[src/sv/fnc_pkg.sv]
// Shared types and constants for the frequency to note converter.
// Used by every module of the block; depends on nothing.
package fnc_pkg;

  localparam int FREQ_WIDTH_DEF  = 24;
  localparam int FREQ_FRAC_DEF   = 8;
  localparam int OFFSET_FRAC_DEF = 8;

  localparam int LOG_FRAC     = 24;
  localparam int EXP_W        = 5;
  localparam int MANT_W       = 32;
  localparam int LOG2_440_Q24 = 147326769;
  localparam int A4_MIDI      = 69;
  localparam int SEMIS        = 12;
  localparam int MIDI_W       = 11;
  localparam int NQ_W         = 36;
  localparam int OCT_BIAS     = 86;
  localparam int RECIP12      = 2731;
  localparam int RECIP_SHIFT  = 15;

  typedef struct packed {
    logic                zero;
    logic [EXP_W-1:0]    e;
    logic [LOG_FRAC-1:0] frac;
    logic [MANT_W-1:0]   m;
  } log_t;

  typedef struct packed {
    logic              bad;
    logic signed [8:0] midi;
    logic [3:0]        idx;
    logic signed [4:0] oct;
    logic signed [8:0] off;
  } res_t;

endpackage

[src/sv/fnc_sq_stage.sv]
// One fraction bit of the base-2 logarithm: square the mantissa, test, renormalize.
// Depends on fnc_pkg.
module fnc_sq_stage import fnc_pkg::*; (
  input  logic clk_i,
  input  logic rst_ni,
  input  logic valid_i,
  output logic ready_o,
  input  log_t data_i,
  output logic valid_o,
  input  logic ready_i,
  output log_t data_o
);

  logic                v_q;
  logic [2*MANT_W-1:0] prod;
  logic                bit_d;
  log_t                out_d, out_q;

  assign ready_o = ~v_q | ready_i;
  assign valid_o = v_q;
  assign data_o  = out_q;

  always_comb begin
    prod       = {{MANT_W{1'b0}}, data_i.m} * {{MANT_W{1'b0}}, data_i.m};
    bit_d      = prod[2*MANT_W-1];
    out_d.zero = data_i.zero;
    out_d.e    = data_i.e;
    out_d.frac = {data_i.frac[LOG_FRAC-2:0], bit_d};
    out_d.m    = bit_d ? prod[2*MANT_W-1:MANT_W] : prod[2*MANT_W-2:MANT_W-1];
  end

  always_ff @(posedge clk_i or negedge rst_ni) begin
    if (!rst_ni) begin
      v_q <= 1'b0;
    end else if (ready_o) begin
      v_q <= valid_i;
    end
  end

  always_ff @(posedge clk_i) begin
    if (ready_o) out_q <= out_d;
  end

endmodule

[config.mk]
export PLATFORM = sky130hd
export DESIGN_NAME = fnc_sq_stage
export DESIGN_NICKNAME = d
export VERILOG_FILES = /design/src/sv/fnc_pkg.sv /design/src/sv/fnc_sq_stage.sv
export SDC_FILE = /design/constraint.sdc
export NUM_CORES = 2
export LEC_CHECK = 0
export ABC_AREA = 1
export BUFFER_PORTS_ARGS = -buffer_cell sky130_fd_sc_hd__buf_4
export CAP_MARGIN = 10
export CELL_PAD_IN_SITES_DETAIL_PLACEMENT = 1
export CELL_PAD_IN_SITES_GLOBAL_PLACEMENT = 1
export CORE_MARGIN = 1
export CORE_UTILIZATION = 35
export CTS_CLUSTER_DIAMETER = 40
export DETAILED_ROUTE_END_ITERATION = 10
export PLACE_DENSITY_LB_ADDON = 0.1
export SLEW_MARGIN = 20
export SYNTH_ARGS = -nofsm -noshare
export SYNTH_HDL_FRONTEND = slang
export SYNTH_SLANG_ARGS = --single-unit
[constraint.sdc]
create_clock -name clk_i -period 1.95 [get_ports clk_i]
set_input_delay 0.0975 -clock clk_i [delete_from_list [all_inputs] [get_ports clk_i]]
set_output_delay 0.0975 -clock clk_i [all_outputs]
set_load 0.005 [all_outputs]
==> flow_summary_export.csv <==
group,metric,value,unit
worst_setup_path,cpMaxStageDelayCell,"fa_1",
global_routing,antenna_found_initial,1,
timing,max_slew.worst_pin.slew,0.421,ns
logic_synthesis,ys_warn_count,0,
logic_synthesis,synth_cell_types,35,
worst_setup_path,path_class,"input port to register",
timing,maxSlewViolCount,0,
clocking,clock_latency,0.34,ns
drt,drc,0,
worst_setup_path,crit_fanout,8,
global_routing,grt_pass1_vias,31689,
floorplanning,die_h,313,um
place,gp_congestion,0.868,
worst_setup_path,critical_path_required,2.05,ns
drt,dr.first_iter.drc_count,883,
clocking,cts.sinks,63,
final_layout,final_common_cell,"inv_1",
logic_synthesis,syn-cell-area,33800,um2
global_routing,grt_pass1_wl,175000,um
floorplanning,dieArea,97900,um2
drt,drtPass1Iterations,5,
worst_setup_path,arrival,6.49,ns
logic_synthesis,synth-seq-cells,63,
timing,final.period_utilization,3.28,
outcome,outcome,"finished with violations",
timing,max_freq,0.156,GHz
worst_setup_path,endpoint_kind,"register",
global_routing,grt.overflow.total,0,
floorplanning,fp.coreArea,95300,um2
flow_run,cap_violations,0,
timing,setup_viol_count_final,33,
logic_synthesis,syn-instance-count,4234,
timing,maxSlewHeadroom,0.717,
clocking,cts.path.max_buffers,2,
clocking,cts_tree,"done",
worst_setup_path,start_kind,"input port",
timing,hold_viol_final,0,
logic_synthesis,syn_nets,5391,
global_routing,grt.busiest_layer,"met2",
logic_synthesis,yosysTopAreaCellShare,0.468,
timing,fin_hold_ws,0.0939,ns
final_layout,final_cell_mix,"1,410 x inv_1, 984 x nand2_1, 736 x fa_1",
drt,route.detailed.wl_per_inst,17.8,um
global_routing,track_usage,0.232,
global_routing,grt_max_degree,54,
clocking,h-tree-depth,3,
clocking,numCtsBuffers,9,
timing,rsz0062_at_grt,"yes",
place,port_buffers,128,
clocking,clk_pin_slew_worst_paths,0.05,ns
drt,drt-total-wl,111000,um
floorplanning,die_w,313,um
min_path,min_path_type,"input port to async pin",
logic_synthesis,synthTopCellsByArea,"fa_1 47%, inv_1 16%, nand2_1 12%, ha_1 11%, edfxtp_1 5.5%",
final_layout,num_antenna_cells,0,
floorplanning,start_util,0.355,
floorplanning,io_pins,130,
worst_setup_path,max_stage_delay,0.61,ns
final_layout,syn_to_final_growth,29.8,%
global_routing,grt_use_met3,0.0148,
place,dpl.hpwl,94900,um
global_routing,grt_use_met2,0.429,
drt,vias_per_cell,4.42,
final_layout,final_nets,6110,
final_layout,drive_above_1_share,0.232,
global_routing,groute.layer.met1.usage,0.300,
outcome,violations,"negative setup slack",
drt,num_vias,27481,
drt,ant_nets,0,
logic_synthesis,yosysSeqAreaShare,0.0558,
timing,fin_ws,-4.44,ns
timing,final.min_clock_period,6.39,ns
logic_synthesis,syn_area_per_cell,7.99,um2
logic_synthesis,yosys.area.top_type,"fa_1",
floorplanning,row_count,113,
clocking,cts_root_buffer,"clkbuf_16",
timing,skew,0.00389,ns
-- cell type report --
cell class	count	area, um2
Fill cell	11518	51400
Multi-Input combinational cell	2614	27400
Timing Repair Buffer	814	7310
Inverter	1451	5450
Sequential cell	63	1890
Tap cell	1265	1580
Clock buffer	10	229
Clock inverter	5	50.0
-- cells in the mapped netlist --
cell type and instances:
o21bai_1 21, ha_1 300, nand2_2 6, a21oi_1 60, nand4_1 18, buf_6 3
nor2_1 105, o21a_1 1, nor2_2 6, a31oi_1 2, nor3_1 6, nand2_1 1120
nor3_2 3, clkinv_1 2, nand2_4 2, dfrtp_1 1, a31o_2 6, edfxtp_1 62
and2_1 5, xnor2_1 16, buf_4 3, a21oi_2 1, nand3b_1 5, a21o_1 4
clkbuf_1 87, xor2_1 33, buf_1 16, and3_1 1, a21boi_0 2, nand3_1 71
fa_1 791, nor4_1 4, inv_1 1449, o21ai_0 17, or2_2 5
-- worst max-delay path: cells and delay by family --
kind,cells,cell delay (ns)
simple gates,13,0.87
buf+inv,11,0.94
fa+ha+maj,9,4.57
-- per-stage QoR --
step	setup TNS [ns]	setup WS (ns)	utilization	instances	instance area, um2
finish	-145.18	-4.44	0.461	6222	43900
global route	-153.11	-4.68	0.461	6222	43900
CTS	-143.79	-4.40	0.453	6207	43100
detailed placement	-165.80	-5.08	0.429	6126	40900
global placement	-163.66	-5.02	0.429	6126	40900
floorplan	-141.88	-4.30	-	4234	34200
-- what timing repair did --
action,CTS,global route
gates resized for setup,320,163
cloned,12,6
setup buffers,23,9
setup endpoints to repair,33,33
hold endpoints to repair,31,0
pin swaps,101,125
hold buffers,31,0
-- sequential cells by signal (all words and copies together) (netlist names) --
signal,flops
valid_o,1
data_o,62
-- final timing paths --
| kind | slack, ns | start | endpoint | depth (start not counted) |
|---|---|---|---|---|
| max | -4.44 | data_i[19] | data_o[21] | 33 |
| min | 0.09 | rst_ni | valid_o | 2 |
| max reg2reg | 0.59 | valid_o | data_o[10] | 2 |
| min reg2reg | 0.72 | valid_o | valid_o | 2 |
| max in group asynchronous | 1.78 | rst_ni | valid_o | 2 |
| min in group clk_i | 0.23 | ready_i | valid_o | 4 |
-- per-layer routing --
metal | up-vias | share of wire
met5 | - | 0
met4 | 0 | 0.018
met3 | 79 | 0.020
met2 | 242 | 0.52
met1 | 13906 | 0.44
li1 | 13254 | -
-- cells by family after synthesis --
family,share of synthesized area
buf+inv,0.174
simple gates,0.158
fa+ha+maj,0.579
compound gates,0.0198
flops,0.0558
xor+xnor,0.0127
Power is left out: the tool's default activity adds up to more than one toggle a clock period on the data nets, which glitch-free logic cannot reach.
