`config.mk`:
```
export PLATFORM = sky130hd
export DESIGN_NAME = fnc_norm
export DESIGN_NICKNAME = d
export VERILOG_FILES = /design/src/sv/fnc_pkg.sv /design/src/sv/fnc_norm.sv
export SDC_FILE = /design/constraint.sdc
export NUM_CORES = 1
export LEC_CHECK = 0
export BUFFER_PORTS_ARGS = -buffer_cell sky130_fd_sc_hd__buf_4
export CAP_MARGIN = 15
export CORE_MARGIN = 2
export CORE_UTILIZATION = 55
export CTS_CLUSTER_DIAMETER = 30
export DETAILED_ROUTE_END_ITERATION = 7
export GPL_ROUTABILITY_DRIVEN = 0
export GPL_TIMING_DRIVEN = 0
export PLACE_DENSITY = 0.86
export SLEW_MARGIN = 20
export SYNTH_ARGS = -nofsm -noshare
export SYNTH_HDL_FRONTEND = slang
export SYNTH_SLANG_ARGS = --single-unit
```
`constraint.sdc`:
```
create_clock -name clk_i -period 5.2 [get_ports clk_i]
set_clock_uncertainty 0.1 [all_clocks]
set_input_delay 1.04 -clock clk_i [delete_from_list [all_inputs] [get_ports clk_i]]
set_output_delay 1.04 -clock clk_i [all_outputs]
set_load 0.005 [all_outputs]
```
`src/sv/fnc_pkg.sv`:
```
// Shared types and constants for the frequency to note converter.
// Used by every module of the block; depends on nothing.
package fnc_pkg;

  localparam int FREQ_WIDTH_DEF  = 24;
  localparam int FREQ_FRAC_DEF   = 8;
  localparam int OFFSET_FRAC_DEF = 8;

  localparam int LOG_FRAC     = 24;
  localparam int EXP_W        = 5;
  localparam int MANT_W       = 32;
  localparam int LOG2_440_Q24 = 147326769;
  localparam int A4_MIDI      = 69;
  localparam int SEMIS        = 12;
  localparam int MIDI_W       = 11;
  localparam int NQ_W         = 36;
  localparam int OCT_BIAS     = 86;
  localparam int RECIP12      = 2731;
  localparam int RECIP_SHIFT  = 15;

  typedef struct packed {
    logic                zero;
    logic [EXP_W-1:0]    e;
    logic [LOG_FRAC-1:0] frac;
    logic [MANT_W-1:0]   m;
  } log_t;

  typedef struct packed {
    logic              bad;
    logic signed [8:0] midi;
    logic [3:0]        idx;
    logic signed [4:0] oct;
    logic signed [8:0] off;
  } res_t;

endpackage

```
`src/sv/fnc_norm.sv`:
```
// Front end: leading-one search and mantissa normalization, two register stages.
// Depends on fnc_pkg.
module fnc_norm import fnc_pkg::*; #(
  parameter int FREQ_WIDTH = FREQ_WIDTH_DEF
) (
  input  logic                  clk_i,
  input  logic                  rst_ni,
  input  logic                  valid_i,
  output logic                  ready_o,
  input  logic [FREQ_WIDTH-1:0] data_i,
  output logic                  valid_o,
  input  logic                  ready_i,
  output log_t                  data_o
);

  logic [1:0]            v_q;
  logic [1:0]            rdy;
  logic [EXP_W-1:0]      e_d, e_q;
  logic [FREQ_WIDTH-1:0] f_q;
  logic                  zero_q;
  log_t                  out_d, out_q;

  assign rdy[1]  = ~v_q[1] | ready_i;
  assign rdy[0]  = ~v_q[0] | rdy[1];
  assign ready_o = rdy[0];
  assign valid_o = v_q[1];
  assign data_o  = out_q;

  always_comb begin
    e_d = '0;
    for (int i = 0; i < FREQ_WIDTH; i++) begin
      if (data_i[i]) e_d = EXP_W'(i);
    end
  end

  always_comb begin
    out_d.zero = zero_q;
    out_d.e    = e_q;
    out_d.frac = '0;
    out_d.m    = MANT_W'(f_q) << (EXP_W'(MANT_W - 1) - e_q);
  end

  always_ff @(posedge clk_i or negedge rst_ni) begin
    if (!rst_ni) begin
      v_q <= '0;
    end else begin
      if (rdy[0]) v_q[0] <= valid_i;
      if (rdy[1]) v_q[1] <= v_q[0];
    end
  end

  always_ff @(posedge clk_i) begin
    if (rdy[0]) begin
      e_q    <= e_d;
      f_q    <= data_i;
      zero_q <= ~|data_i;
    end
    if (rdy[1]) out_q <= out_d;
  end

endmodule

```
==> impl_metrics.tcl <==
set metrics [dict create \
    status "complete, no violations" \
    drc 0 \
    holdBufCountCts 0 \
    cp.required_ps 4060 \
    worst_pin_slew_ps 745 \
    grt_pass1_vias 2961 \
    cp_common_cell "buf_4" \
    rrSetupSlack_ps 2700 \
    cts_buffers 9 \
    routed_wl_mm 9.32 \
    drtAntennaViolNets 0 \
    nets 483 \
    coreArea_mm2 0.00721 \
    powerDensity_mw_per_mm2 292 \
    routedWlPerCell_um 16.7 \
    crit_cells 4 \
    post-place-ws_ps 1770 \
    n_antenna_cell 0 \
    grt_overflow_total 0 \
    report.final.setup_viol 0 \
    stdcell_count 559 \
    dp_hpwl_mm 7.14 \
    via_per_inst 5.79 \
    synth_cells 352 \
    tritoncts "done" \
    layout_commonest_cell "buf_4" \
    relSlewSlack_pct 50.2 \
    initial_core_util_pct 56.4 \
    slowest_stage "nand3b_1" \
    placed_cells 543 \
    critPathTopFamily "buffers and inverters" \
    synthTopCellsByArea "edfxtp_1 (50%), mux2_2 (7.8%), mux2i_1 (4.4%)" \
    layout_common_cells "buf_4 (91), edfxtp_1 (68), nor2_1 (34)" \
    first_pass_iters 7 \
    cts_setup_buffers 0 \
    path_max_fanout 18 \
    muxShareOfSynthArea_pct 17.5 \
    max-cap-violations 0 \
    ir_drop_mv 0.196 \
    ys_warn_count 0 \
    yosysUniqueCellTypes 51 \
    timing.hold.ws_ps 323 \
    end_kind "output port" \
    async_flop_share_pct 2.86 \
    p_leak_uw 0.00210 \
    critPathLaunch "ready_i" \
    pin_count 92 \
    synth-xor-area-share_pct 0 \
    setup_ws_ps 1790 \
    avgSynthCellArea_um2 11.6 \
    rsz0062_at_grt "no" \
    reg2regPathDepth 7 \
    worst-path-buf-inv 3 \
    grt_start_max_net_pins 34 \
    ctsHtreeMaxLevel 3 \
    finalCritPeriodShare_pct 65.5 \
    reg2reg_to "data_o[30]" \
    synth_edf_count 68 \
    antenna_found_initial 0 \
    die_area_mm2 0.00810 \
    synth_top_family_by_area "multiplexers" \
    synth-adder-area-share_pct 0 \
    die_x_um 90.0 \
    worstSetupPathType "primary input to output port" \
    max_freq_mhz 294 \
    start_kind "primary input" \
    drive_gt1_share_pct 33.9 \
    syn2layout_area_growth_pct 22.9 \
    clock_latency_ps 350 \
    synth-seq-area-share_pct 51.4 \
    fin_util_pct 69.3 \
    synth_top_area_share_pct 50.2 \
    finalSetupTns_ps 0 \
    clockRootBuffer "clkbuf_8" \
    cpPeakStageDelay_ps 580 \
    grt_usage_pct 22.7 \
    period_minus_slack_ps 3410 \
    io_buffers 67 \
    r2r-start "e_q[1]" \
    rows 31 \
    dieHeight_um 90.0 \
    synthFlopType "edfxtp_1" \
    hold_viol_final 0 \
    worstHoldPathType "flip-flop to flip-flop" \
    cts_resized 0 \
    clock-sinks 70 \
    crit_path_end "ready_o" \
    grt_pass1_wl_mm 14.5 \
    synthSimpleGateAreaFrac_pct 12.6 \
    synth_compound_area_share_pct 10.6 \
    clk_pin_slew_ps 70 \
    cp_cell_sequence "buf_4 -> nand3b_1 -> buf_8 -> buf_4" \
    synth_top_area_cell "edfxtp_1" \
    vias 3238 \
    slew_violations 0 \
    syn-cell-area_mm2 0.00407 \
    arrival_ps 2270 \
    ctsLongestPathBuffers 2 \
    first_iter_violations 373 \
    synth_seq_cells 70 \
]
metrics by stage:
stage | total power [uW] | area [um2]
floorplan | 926 | 4150
global placement | 1050 | 4780
detailed placement | 1070 | 4820
CTS | 1460 | 5000
global route | 1510 | 5000
finish | 1460 | 5000
per-layer routing:
layer	wire (um)	share of wire (%)	global-route usage (%)
met1	3610	39	27.3
met2	4480	48	37.8
met3	823	8.8	5.45
met4	413	4.4	12.7
met5	0	0	0
registers in the layout (all words and copies together) (netlist names):
register / cells
data_o: 38
f_q: 24
e_q: 5
v_q: 2
zero_q: 1
kinds of logic (layout without fill, tap and decap cells):
| group | Yosys count | in the layout |
|---|---|---|
| mux | 56 | 56 |
| other cells | 1 | 24 |
| flops | 70 | 70 |
| simple gates | 110 | 110 |
| buf+inv | 51 | 136 |
| compound gates | 64 | 64 |
cells in the mapped netlist (8+ instances only):
| master | n |
|---|---|
| edfxtp_1 | 68 |
| nor2_1 | 34 |
| mux2_2 | 28 |
| nand2_1 | 26 |
| buf_4 | 24 |
| mux2i_1 | 18 |
| a21oi_1 | 14 |
| o21ai_0 | 14 |
| nand3_1 | 13 |
| buf_2 | 8 |
| clkbuf_1 | 8 |
| nor3_1 | 8 |
power by group:
group,internal [uW],leakage [uW],switching (uW)
clock,212,0.0000937,182
combinational,171,0.00130,173
sequential,694,0.000705,26.1
worst min-delay path by stage:
stage               slack [ps]  cells past startpoint          to   start
floorplan                  300                      0  data_o[61]  zero_q
global placement           310                      0  data_o[61]  zero_q
detailed placement         310                      0  data_o[61]  zero_q
CTS                        320                      0  data_o[61]  zero_q
global route               350                      1      v_q[0]  rst_ni
finish                     320                      0  data_o[61]  zero_q
cell type report:
type                       count  area (um2)
clock buffer                  15         176
buffer                        44         284
multi-input combinational    254        1750
tap                           99         124
timing repair buffer          69         538
clock inverter                 1        5.00
fill                         557        2220
sequential                    70        2090
inverter                       7        26.3
Power figures use the tool's default switching activity.
