## config.mk

```make
export PLATFORM = sky130hd
export DESIGN_NAME = fnc_post
export DESIGN_NICKNAME = d
export VERILOG_FILES = /design/src/sv/fnc_pkg.sv /design/src/sv/fnc_post.sv
export SDC_FILE = /design/constraint.sdc
export NUM_CORES = 1
export LEC_CHECK = 0
export CAP_MARGIN = 20
export CORE_ASPECT_RATIO = 0.5
export CORE_MARGIN = 5
export CORE_UTILIZATION = 35
export CTS_CLUSTER_DIAMETER = 40
export DETAILED_ROUTE_END_ITERATION = 10
export DONT_BUFFER_PORTS = 1
export GPL_TIMING_DRIVEN = 0
export PLACE_DENSITY = 0.53
export SYNTH_ARGS = -nofsm -noshare
export SYNTH_HDL_FRONTEND = slang
export SYNTH_SLANG_ARGS = --single-unit
```

## constraint.sdc

```tcl
create_clock -name clk_i -period 8.5 [get_ports clk_i]
set_input_delay 1.7 -clock clk_i [delete_from_list [all_inputs] [get_ports clk_i]]
set_output_delay 1.7 -clock clk_i [all_outputs]
set_load 0.005 [all_outputs]
```

## src/sv/fnc_pkg.sv

```systemverilog
// Shared types and constants for the frequency to note converter.
// Used by every module of the block; depends on nothing.
package fnc_pkg;

  localparam int FREQ_WIDTH_DEF  = 24;
  localparam int FREQ_FRAC_DEF   = 8;
  localparam int OFFSET_FRAC_DEF = 8;

  localparam int LOG_FRAC     = 24;
  localparam int EXP_W        = 5;
  localparam int MANT_W       = 32;
  localparam int LOG2_440_Q24 = 147326769;
  localparam int A4_MIDI      = 69;
  localparam int SEMIS        = 12;
  localparam int MIDI_W       = 11;
  localparam int NQ_W         = 36;
  localparam int OCT_BIAS     = 86;
  localparam int RECIP12      = 2731;
  localparam int RECIP_SHIFT  = 15;

  typedef struct packed {
    logic                zero;
    logic [EXP_W-1:0]    e;
    logic [LOG_FRAC-1:0] frac;
    logic [MANT_W-1:0]   m;
  } log_t;

  typedef struct packed {
    logic              bad;
    logic signed [8:0] midi;
    logic [3:0]        idx;
    logic signed [4:0] oct;
    logic signed [8:0] off;
  } res_t;

endpackage

```

## src/sv/fnc_post.sv

```systemverilog
// Back end: semitone distance, rounding, offset, note index and octave, five stages.
// Depends on fnc_pkg.
module fnc_post import fnc_pkg::*; #(
  parameter int FREQ_FRAC_BITS   = FREQ_FRAC_DEF,
  parameter int OFFSET_FRAC_BITS = OFFSET_FRAC_DEF
) (
  input  logic clk_i,
  input  logic rst_ni,
  input  logic valid_i,
  output logic ready_o,
  input  log_t data_i,
  output logic valid_o,
  input  logic ready_i,
  output res_t data_o
);

  localparam int          Shift     = LOG_FRAC - OFFSET_FRAC_BITS;
  localparam logic [24:0] RoundHalf = 25'(1) << (Shift - 1);
  localparam logic signed [31:0] DBias =
    32'(FREQ_FRAC_BITS * (1 << LOG_FRAC)) + 32'(LOG2_440_Q24);

  logic [4:0] v_q;
  logic [4:0] rdy;
  logic [3:0] zero_q;

  // stage 1
  logic signed [31:0] d_d, d_q;
  // stage 2
  logic signed [NQ_W-1:0] dx, nq_d, nq_q;
  // stage 3
  logic [NQ_W-1:0] a, sum;
  logic            neg_q;
  logic [11:0]     q_q;
  logic [23:0]     tm_q;
  // stage 4
  logic [MIDI_W-1:0] midi_d, midi_q;
  logic              tm_neg;
  logic [23:0]       tm_abs;
  logic [24:0]       om, off_full;
  logic [8:0]        off_q;
  // stage 5
  logic [11:0] um;
  logic [23:0] qp;
  logic [7:0]  q8;
  res_t        res_d, res_q;

  assign rdy[4]  = ~v_q[4] | ready_i;
  assign rdy[3]  = ~v_q[3] | rdy[4];
  assign rdy[2]  = ~v_q[2] | rdy[3];
  assign rdy[1]  = ~v_q[1] | rdy[2];
  assign rdy[0]  = ~v_q[0] | rdy[1];
  assign ready_o = rdy[0];
  assign valid_o = v_q[4];
  assign data_o  = res_q;

  always_comb begin
    d_d  = $signed({3'b000, data_i.e, data_i.frac}) - DBias;
    dx   = {{(NQ_W-32){d_q[31]}}, d_q};
    nq_d = (dx <<< 3) + (dx <<< 2);
    a    = nq_q[NQ_W-1] ? NQ_W'(-nq_q) : nq_q;
    sum  = a + NQ_W'(1 << (LOG_FRAC - 1));
  end

  always_comb begin
    midi_d   = MIDI_W'(A4_MIDI) + (neg_q ? MIDI_W'(-{1'b0, q_q}) : MIDI_W'(q_q));
    tm_neg   = tm_q[23];
    tm_abs   = tm_neg ? 24'(-tm_q) : tm_q;
    om       = (25'(tm_abs) + RoundHalf) >> Shift;
    off_full = (neg_q ^ tm_neg) ? 25'(-om) : om;
  end

  always_comb begin
    um = {midi_q[MIDI_W-1], midi_q} + 12'(OCT_BIAS * SEMIS);
    qp = 24'(um) * 24'(RECIP12);
    q8 = qp[RECIP_SHIFT+7:RECIP_SHIFT];
    if (zero_q[3]) begin
      res_d = '0;
      res_d.bad = 1'b1;
    end else begin
      res_d.bad  = 1'b0;
      res_d.midi = midi_q[8:0];
      res_d.idx  = 4'(um - {4'b0000, q8} * 12'(SEMIS));
      res_d.oct  = 5'(q8 - 8'(OCT_BIAS + 1));
      res_d.off  = off_q;
    end
  end

  always_ff @(posedge clk_i or negedge rst_ni) begin
    if (!rst_ni) begin
      v_q <= '0;
    end else begin
      if (rdy[0]) v_q[0] <= valid_i;
      if (rdy[1]) v_q[1] <= v_q[0];
      if (rdy[2]) v_q[2] <= v_q[1];
      if (rdy[3]) v_q[3] <= v_q[2];
      if (rdy[4]) v_q[4] <= v_q[3];
    end
  end

  always_ff @(posedge clk_i) begin
    if (rdy[0]) begin
      d_q       <= d_d;
      zero_q[0] <= data_i.zero;
    end
    if (rdy[1]) begin
      nq_q      <= nq_d;
      zero_q[1] <= zero_q[0];
    end
    if (rdy[2]) begin
      neg_q     <= nq_q[NQ_W-1];
      q_q       <= sum[LOG_FRAC+11:LOG_FRAC];
      tm_q      <= {~sum[LOG_FRAC-1], sum[LOG_FRAC-2:0]};
      zero_q[2] <= zero_q[1];
    end
    if (rdy[3]) begin
      midi_q    <= midi_d;
      off_q     <= off_full[8:0];
      zero_q[3] <= zero_q[2];
    end
    if (rdy[4]) begin
      res_q     <= res_d;
    end
  end

endmodule

```

==> results of run 1 <==
-- synth_stat cells (all sizes together) (4+ instances only) --
| cell | instances | area [um^2] |
|---|---|---|
| dfrtp | 5 | 125 |
| mux2i | 4 | 40.0 |
| edfxtp | 146 | 4380 |
| nor3 | 29 | 150 |
| o21ai | 36 | 180 |
| o21a | 5 | 37.5 |
| a21boi | 8 | 60.1 |
| nand2 | 67 | 251 |
| inv | 123 | 462 |
| clkbuf | 15 | 56.3 |
| and4 | 4 | 35.0 |
| a41oi | 4 | 35.0 |
| o22ai | 4 | 25.0 |
| a211o | 4 | 35.0 |
| o41ai | 8 | 85.1 |
| a211oi | 4 | 30.0 |
| nor3b | 5 | 42.5 |
| o31a | 4 | 35.0 |
| and2 | 4 | 25.0 |
| a21o | 18 | 135 |
| nor2 | 55 | 206 |
| a21oi | 32 | 160 |
| xnor2 | 86 | 753 |
| and3 | 8 | 50.1 |
| nand3 | 20 | 100 |
| fa | 39 | 781 |
| nor2b | 31 | 194 |
| a31oi | 4 | 25.0 |
| or2 | 6 | 40.0 |
| nand3b | 4 | 30.0 |
| o21bai | 4 | 30.0 |
| ha | 104 | 1300 |
| nand2b | 12 | 75.1 |
| o31ai | 18 | 135 |
| xor2 | 45 | 394 |
| nor4 | 7 | 86.3 |
| or3 | 11 | 73.8 |
| or4 | 6 | 52.6 |
| a221oi | 5 | 43.8 |
| nand4 | 7 | 58.8 |
| nor4b | 4 | 35.0 |
-- registers in the layout, summed over array words and instances (netlist names) --
| name | count |
|---|---|
| nq_q | 32 |
| d_q | 30 |
| neg_q | 1 |
| off_q | 9 |
| zero_q | 4 |
| tm_q | 22 |
| v_q | 5 |
| data_o | 26 |
| q_q | 11 |
| midi_q | 11 |
-- path summary, 6_finish.rpt --
| kind | from | end | slack [ps] | cells past startpoint |
|---|---|---|---|---|
| setup / recovery | midi_q[3] | data_o[17] | 1960 | 23 |
| hold / removal | zero_q[1] | zero_q[2] | 420 | 0 |
| setup reg to reg | midi_q[3] | data_o[17] | 1960 | 23 |
| hold reg to reg | zero_q[1] | zero_q[2] | 420 | 0 |
| max in group asynchronous | rst_ni | v_q[4] | 7480 | 0 |
| min in group asynchronous | rst_ni | v_q[0] | 960 | 0 |
-- area by class of cell --
cell class,count,area share (%)
inverters,124,3.76
repair buffers,4,0.505
multi-input cells,754,49.9
clock inverters,13,0.990
flip-flops and latches,151,36.4
clock buffers,18,3.47
plain buffers,18,0.606
well taps,432,4.36
-- layer usage --
layer | part of all wire, % | GRT usage (%)
met5 | 0 | 0
met4 | 2.0 | 4.13
met3 | 3.1 | 3.11
met2 | 48 | 21.5
met1 | 47 | 15.5
-- per-stage QoR --
step / setup WS [ps] / hold WS, ps / instances / instance area (um^2)
floorplan: 2630 / 400 / 1047 / 11200
global placement: 1880 / 409 / 1479 / 11800
detailed placement: 1920 / 406 / 1482 / 11800
CTS: 1900 / 422 / 1513 / 12400
global route: 1610 / 422 / 1514 / 12400
finish: 1960 / 420 / 1514 / 12400
-- kinds of logic (layout without fill, tap and decap cells) --
kind of cell / Yosys count / count (layout) / synth area share [%]
AO/OA/AOI/OAI: 184 / 184 / 11.5
XOR/XNOR: 131 / 131 / 10.2
adder cells (fa/ha/maj): 143 / 143 / 18.6
buffers and inverters: 142 / 177 / 4.82
flip-flops: 151 / 151 / 40.2
multiplexers: 4 / 4 / 0.357
other: 1 / 1 / 0.0334
AND/OR/NAND/NOR: 291 / 291 / 14.3
==> summary.md, run 1 <==
| Metric | Value |
|---|---|
| Outcome | finished, final reports clean |
| Clock Tree Buf Depth | 2 |
| Placeable Area | 0.0317 mm^2 |
| Worst relative slew slack | 39.1% |
| Final setup fails | 0 |
| Setup Buffers After CTS | 0 |
| Yosys warning count | 0 |
| Max-Cap Viols | 0 |
| Tmin final | 6540 ps |
| Count of unique library cells instantiated by Yosys | 78 |
| Port bufs | 0 |
| Critical path endpoint category | flop |
| Worst Tran Pin Value | 910 ps |
| # nets final | 1279 |
| WL/cell | 14.3 um |
| H-Tree Level Count | 4 |
| Vias per std cell | 4.92 |
| FP Rows | 46 |
| Fill count | 3099 |
| Gpl congestion | 0.849 |
| Hold crit path type | reg -> reg |
| Cts bufs inserted | 17 |
| Syn Area/Cell | 10.7 um^2 |
| Vias in the first global route | 7604 |
| Initial Util | 35.5% |
| GR Overflow Total | 0 |
| Most frequent cells in the layout | edfxtp_1 (146), inv_1 (123), ha_1 (104) |
| Netlist Area Pre-Place | 0.0112 mm^2 |
| Pin count of the biggest net entering global routing | 37 |
| Sequential cell area fraction in the yosys report | 40.2% |
| Total die area | 0.0360 mm^2 |
| Crit path DAT | 6720 ps |
| Final slew viol count | 0 |
| Skew final | 12.3 ps |
| First-pass GRT wire length | 36.6 mm |
| Setup TNS | 0 ps |
| Final Util | 39.1% |
| Syn nets | 1256 |
| Register Area | 0.00451 mm^2 |
| Die span in y | 137 um |
| Post-CTS Hold Buffers | 0 |
| Layout cell share with drive strength beyond 1 | 5.91% |
| RSZ-0062 raised after global routing | no |
| Crit path cell chain | ha_1, nand3_1, nor2_1, xor2_1, ha_1, ha_1, inv_1, fa_1, inv_1, fa_1, inv_1, fa_1, inv_1, ha_1, a21o_1, a21o_1, a21o_1, a221oi_1, xnor2_1, ha_1, xnor2_1, xnor2_1, nor2_1 |
| Worst path slowest cell | xor2_1 |
| DPL Wire Length | 17.5 mm |
| Post-synth ARST share | 3.31% |
| F_max | 153 MHz |
| Drt drc | 0 |
| All-layer global routing usage | 12.5% |
| Synth-to-layout area growth | 10.4% |
| TritonRoute pass-1 iters | 5 |
| Most frequent cell on the critical path | ha_1 |
| CTS tree | yes |
| Starting DRT DRC Count | 484 |
| Die Wd | 263 um |
| Initial antenna violation count | 0 |
| Largest stage delay on the critical path | 560 ps |
| WP buf/inv | 4 |
| Yosys reg bits | 151 |
| Main synth FF type | edfxtp_1 |
| CTS-repair resized insts | 0 |
| CP required | 8680 ps |
| Post-DRT Antenna Nets | 0 |
| Syn Inst Count | 1047 |
| Root Driver | clkbuf_16 |
| ANT cells | 0 |
| Final hold vios | 0 |
| Top delay family on crit path | adder cells |
| Crit Path Max Fanout | 6 |
| Worst skew pair latency | 440 ps |
| Final WL | 21.7 mm |
| Area of the multi-input gates | 0.00618 mm^2 |
| DR vias | 7452 |
| IO Pins | 96 |
| Commonest non-fill, non-tap cell in the layout | edfxtp_1 |
| Number of synthesized flops with an enable pin | 146 |
| Startpoint class of the critical path | flop |
| Clk slew on worst S/H paths | 60 ps |
| CTS sink count | 151 |
| Period utilization | 76.9% |
| CP Class | reg -> reg |
Power of run 1 is not shown: default switching activity piles up to over one toggle a cycle in this logic, so the estimate is an artifact.
==> run 2: changes to the inputs <==
--- a/config.mk
+++ b/config.mk
@@ -5,6 +5,7 @@
 export SDC_FILE = /design/constraint.sdc
 export NUM_CORES = 1
 export LEC_CHECK = 0
+export ABC_AREA = 1
 export CAP_MARGIN = 20
 export CORE_ASPECT_RATIO = 0.5
 export CORE_MARGIN = 5
==> constraint.sdc (replaced) <==
create_clock -name clk_i -period 6.75 [get_ports clk_i]
set_input_delay 1.35 -clock clk_i [delete_from_list [all_inputs] [get_ports clk_i]]
set_output_delay 1.35 -clock clk_i [all_outputs]
set_load 0.005 [all_outputs]
==> run 2 against run 1 <==
Count of clock-buffer cells in the layout is 1 lower. Global-route usage is 0.16 points higher. Highest routed layer unchanged. Die area is 3.5% higher. Final cell count is 18% higher. Utilization hardly changed. Largest cell class unchanged. Worst hold slack better by 2.4 ps. Critical path depth is 4 higher. Sequential cell count stayed put.
==> summary.md, run 2 <==
| Metric | Value |
|---|---|
| Outcome | finished, final reports clean |
| Top-area cell type share of the netlist area | 37.7% |
| Largest stage delay on the critical path | 550 ps |
| Root Driver | clkbuf_16 |
| Worst skew pair latency | 440 ps |
| Clock Tree Buf Depth | 2 |
| Die span in y | 139 um |
| WL/cell | 12.7 um |
| Port bufs | 0 |
| Clk slew on worst S/H paths | 70 ps |
| Worst path slowest cell | fa_1 |
| DR vias | 8121 |
| Drt drc | 0 |
| Syn Inst Count | 1311 |
| Max-Cap Viols | 0 |
| Vias per std cell | 4.53 |
| Initial antenna violation count | 0 |
| TritonRoute pass-1 iters | 4 |
| H-Tree Level Count | 4 |
| Crit path DAT | 6400 ps |
| Layout cell share with drive strength beyond 1 | 7.04% |
| RSZ-0062 raised after global routing | no |
| WL met2 | 11.2 mm |
| Cts bufs inserted | 17 |
| Worst R2R Path Depth | 27 |
| Number of synthesized flops with an enable pin | 146 |
| Main synth FF type | edfxtp_1 |
| Synth top cells by count | inv_1 (239), nand2_1 (233), nor2_1 (148) |
| Count of unique library cells instantiated by Yosys | 52 |
| F_max | 161 MHz |
| Vias in the first global route | 8232 |
| WL met3 | 581 um |
| Fin cells | 1791 |
| Largest Register | nq_q |
| Yosys warning count | 0 |
| Crit Path Max Fanout | 6 |
| Gpl congestion | 0.877 |
| Count leader, synth | inv_1 |
| Setup TNS | 0 ps |
| Hold path cells | 0 |
| Setup ws final | 526 ps |
| Post-synth top area cell | edfxtp_1 |
| Max FFs per register | 32 |
| Starting DRT DRC Count | 390 |
| Syn Area/Cell | 8.88 um^2 |
| Commonest non-fill, non-tap cell in the layout | inv_1 |
| WP buf/inv | 5 |
| CTS tree | yes |
| Skew final | 11.2 ps |
| Hold_sp | zero_q[1] |
| CP Class | reg -> reg |
| Post-DRT Antenna Nets | 0 |
| Total die area | 0.0372 mm^2 |
| Pin count of the biggest net entering global routing | 29 |
| Met1 WL | 10.6 mm |
| Leading post-synthesis cells by cell area | edfxtp_1 (38%), ha_1 (11%), inv_1 (7.7%) |
| Final slew viol count | 0 |
| DPL Wire Length | 19.0 mm |
| Yosys reg bits | 151 |
| # nets final | 1546 |
| DR top layer | met4 |
| Dpl ws | 5.02 ps |
| Netlist Area Pre-Place | 0.0116 mm^2 |
| Final setup fails | 0 |
| Most frequent cells in the layout | inv_1 (239), nand2_1 (233), nor2_1 (148) |
| CTS sink count | 151 |
| Worst relative slew slack | 44.5% |
| ANT cells | 0 |
| Placeable Area | 0.0329 mm^2 |
| Placed Cells | 1755 |
| Startpoint class of the critical path | flop |
| Synth-to-layout area growth | 10.6% |
| All-layer global routing usage | 12.6% |
| GR Overflow Total | 0 |
| IO Pins | 96 |
| Final hold vios | 0 |
| Post-synth ARST share | 3.31% |
| Top delay family on crit path | adder cells |
| Initial Util | 35.3% |
| Tmin final | 6220 ps |
| Worst flop-to-flop path startpoint | midi_q[3] |
| First-pass GRT wire length | 39.0 mm |
| CP required | 6930 ps |
| Die Wd | 268 um |
| Hold crit path type | reg -> reg |
| Worst Tran Pin Value | 832 ps |
| Syn nets | 1520 |
| FP Rows | 47 |
| Worst Setup SP | midi_q[3] |
| Critical path endpoint category | flop |
| Worst path depth | 27 |
| Sequential cell area fraction in the yosys report | 38.7% |
| Final WL | 22.7 mm |
| Period utilization | 92.2% |
[run 2: changes by cell type in the layout (fill, tap and decap cells not counted), moves of 13 or more]
cell	before	now
xnor2_1	86	39
a21o_1	18	5
inv_1	123	239
nor2_1	55	148
clkbuf_1	16	3
o31ai_1	18	3
nand3_1	19	61
a21oi_1	32	54
nor2b_1	31	0
nand2_1	66	233
nor3_1	28	9
xor2_1	45	74
[run 2: layout make-up]
class / count / area [um^2]
timing repair buffer: 7 / 133
sequential: 151 / 4510
fill: 3307 / 20100
clock buffer: 17 / 425
buffer: 10 / 50.0
tap: 441 / 552
inverter: 245 / 920
clock inverter: 15 / 115
multi-input combinational: 905 / 6170
[run 2: kinds of logic after synthesis]
| kind of cell | Yosys count | share of synthesized area [%] |
|---|---|---|
| simple gates | 510 | 19.2 |
| buf+inv | 255 | 8.33 |
| flops | 151 | 38.7 |
| fa+ha+maj | 143 | 17.9 |
| compound gates | 133 | 6.54 |
| xor+xnor | 118 | 9.23 |
| other cells | 1 | 0.0322 |
[run 2: stage by stage]
step | hold WS (ps) | cell area (um^2) | utilization, %
CTS | 427 | 12800 | 38.9
global placement | 402 | 12200 | 37.0
finish | 423 | 12900 | 39.1
global route | 439 | 12900 | 39.1
floorplan | 400 | 11600 | -
detailed placement | 410 | 12300 | 37.3
[run 2: path summary, 6_finish.rpt]
path                       slack (ps)          to
max                               530  data_o[17]
min                               420   zero_q[2]
max reg2reg                       530  data_o[17]
min reg2reg                       420   zero_q[2]
max in group asynchronous        6070      v_q[3]
min in group asynchronous         610      v_q[0]
[run 2: per-layer routing]
layer / vias to the layer above / global-route usage [%]
met4: 0 / 3.43
li1: 4299 / -
met5: - / 0
met2: 88 / 22.0
met1: 3708 / 16.0
met3: 26 / 2.52
[run 2: what timing repair did]
item / CTS / global route
setup buffers: 0 / 3
setup endpoints to repair: 0 / 6
gates resized for setup: 0 / 2
hold buffers: 0 / 0
Power of run 2 is left out for the same reason.
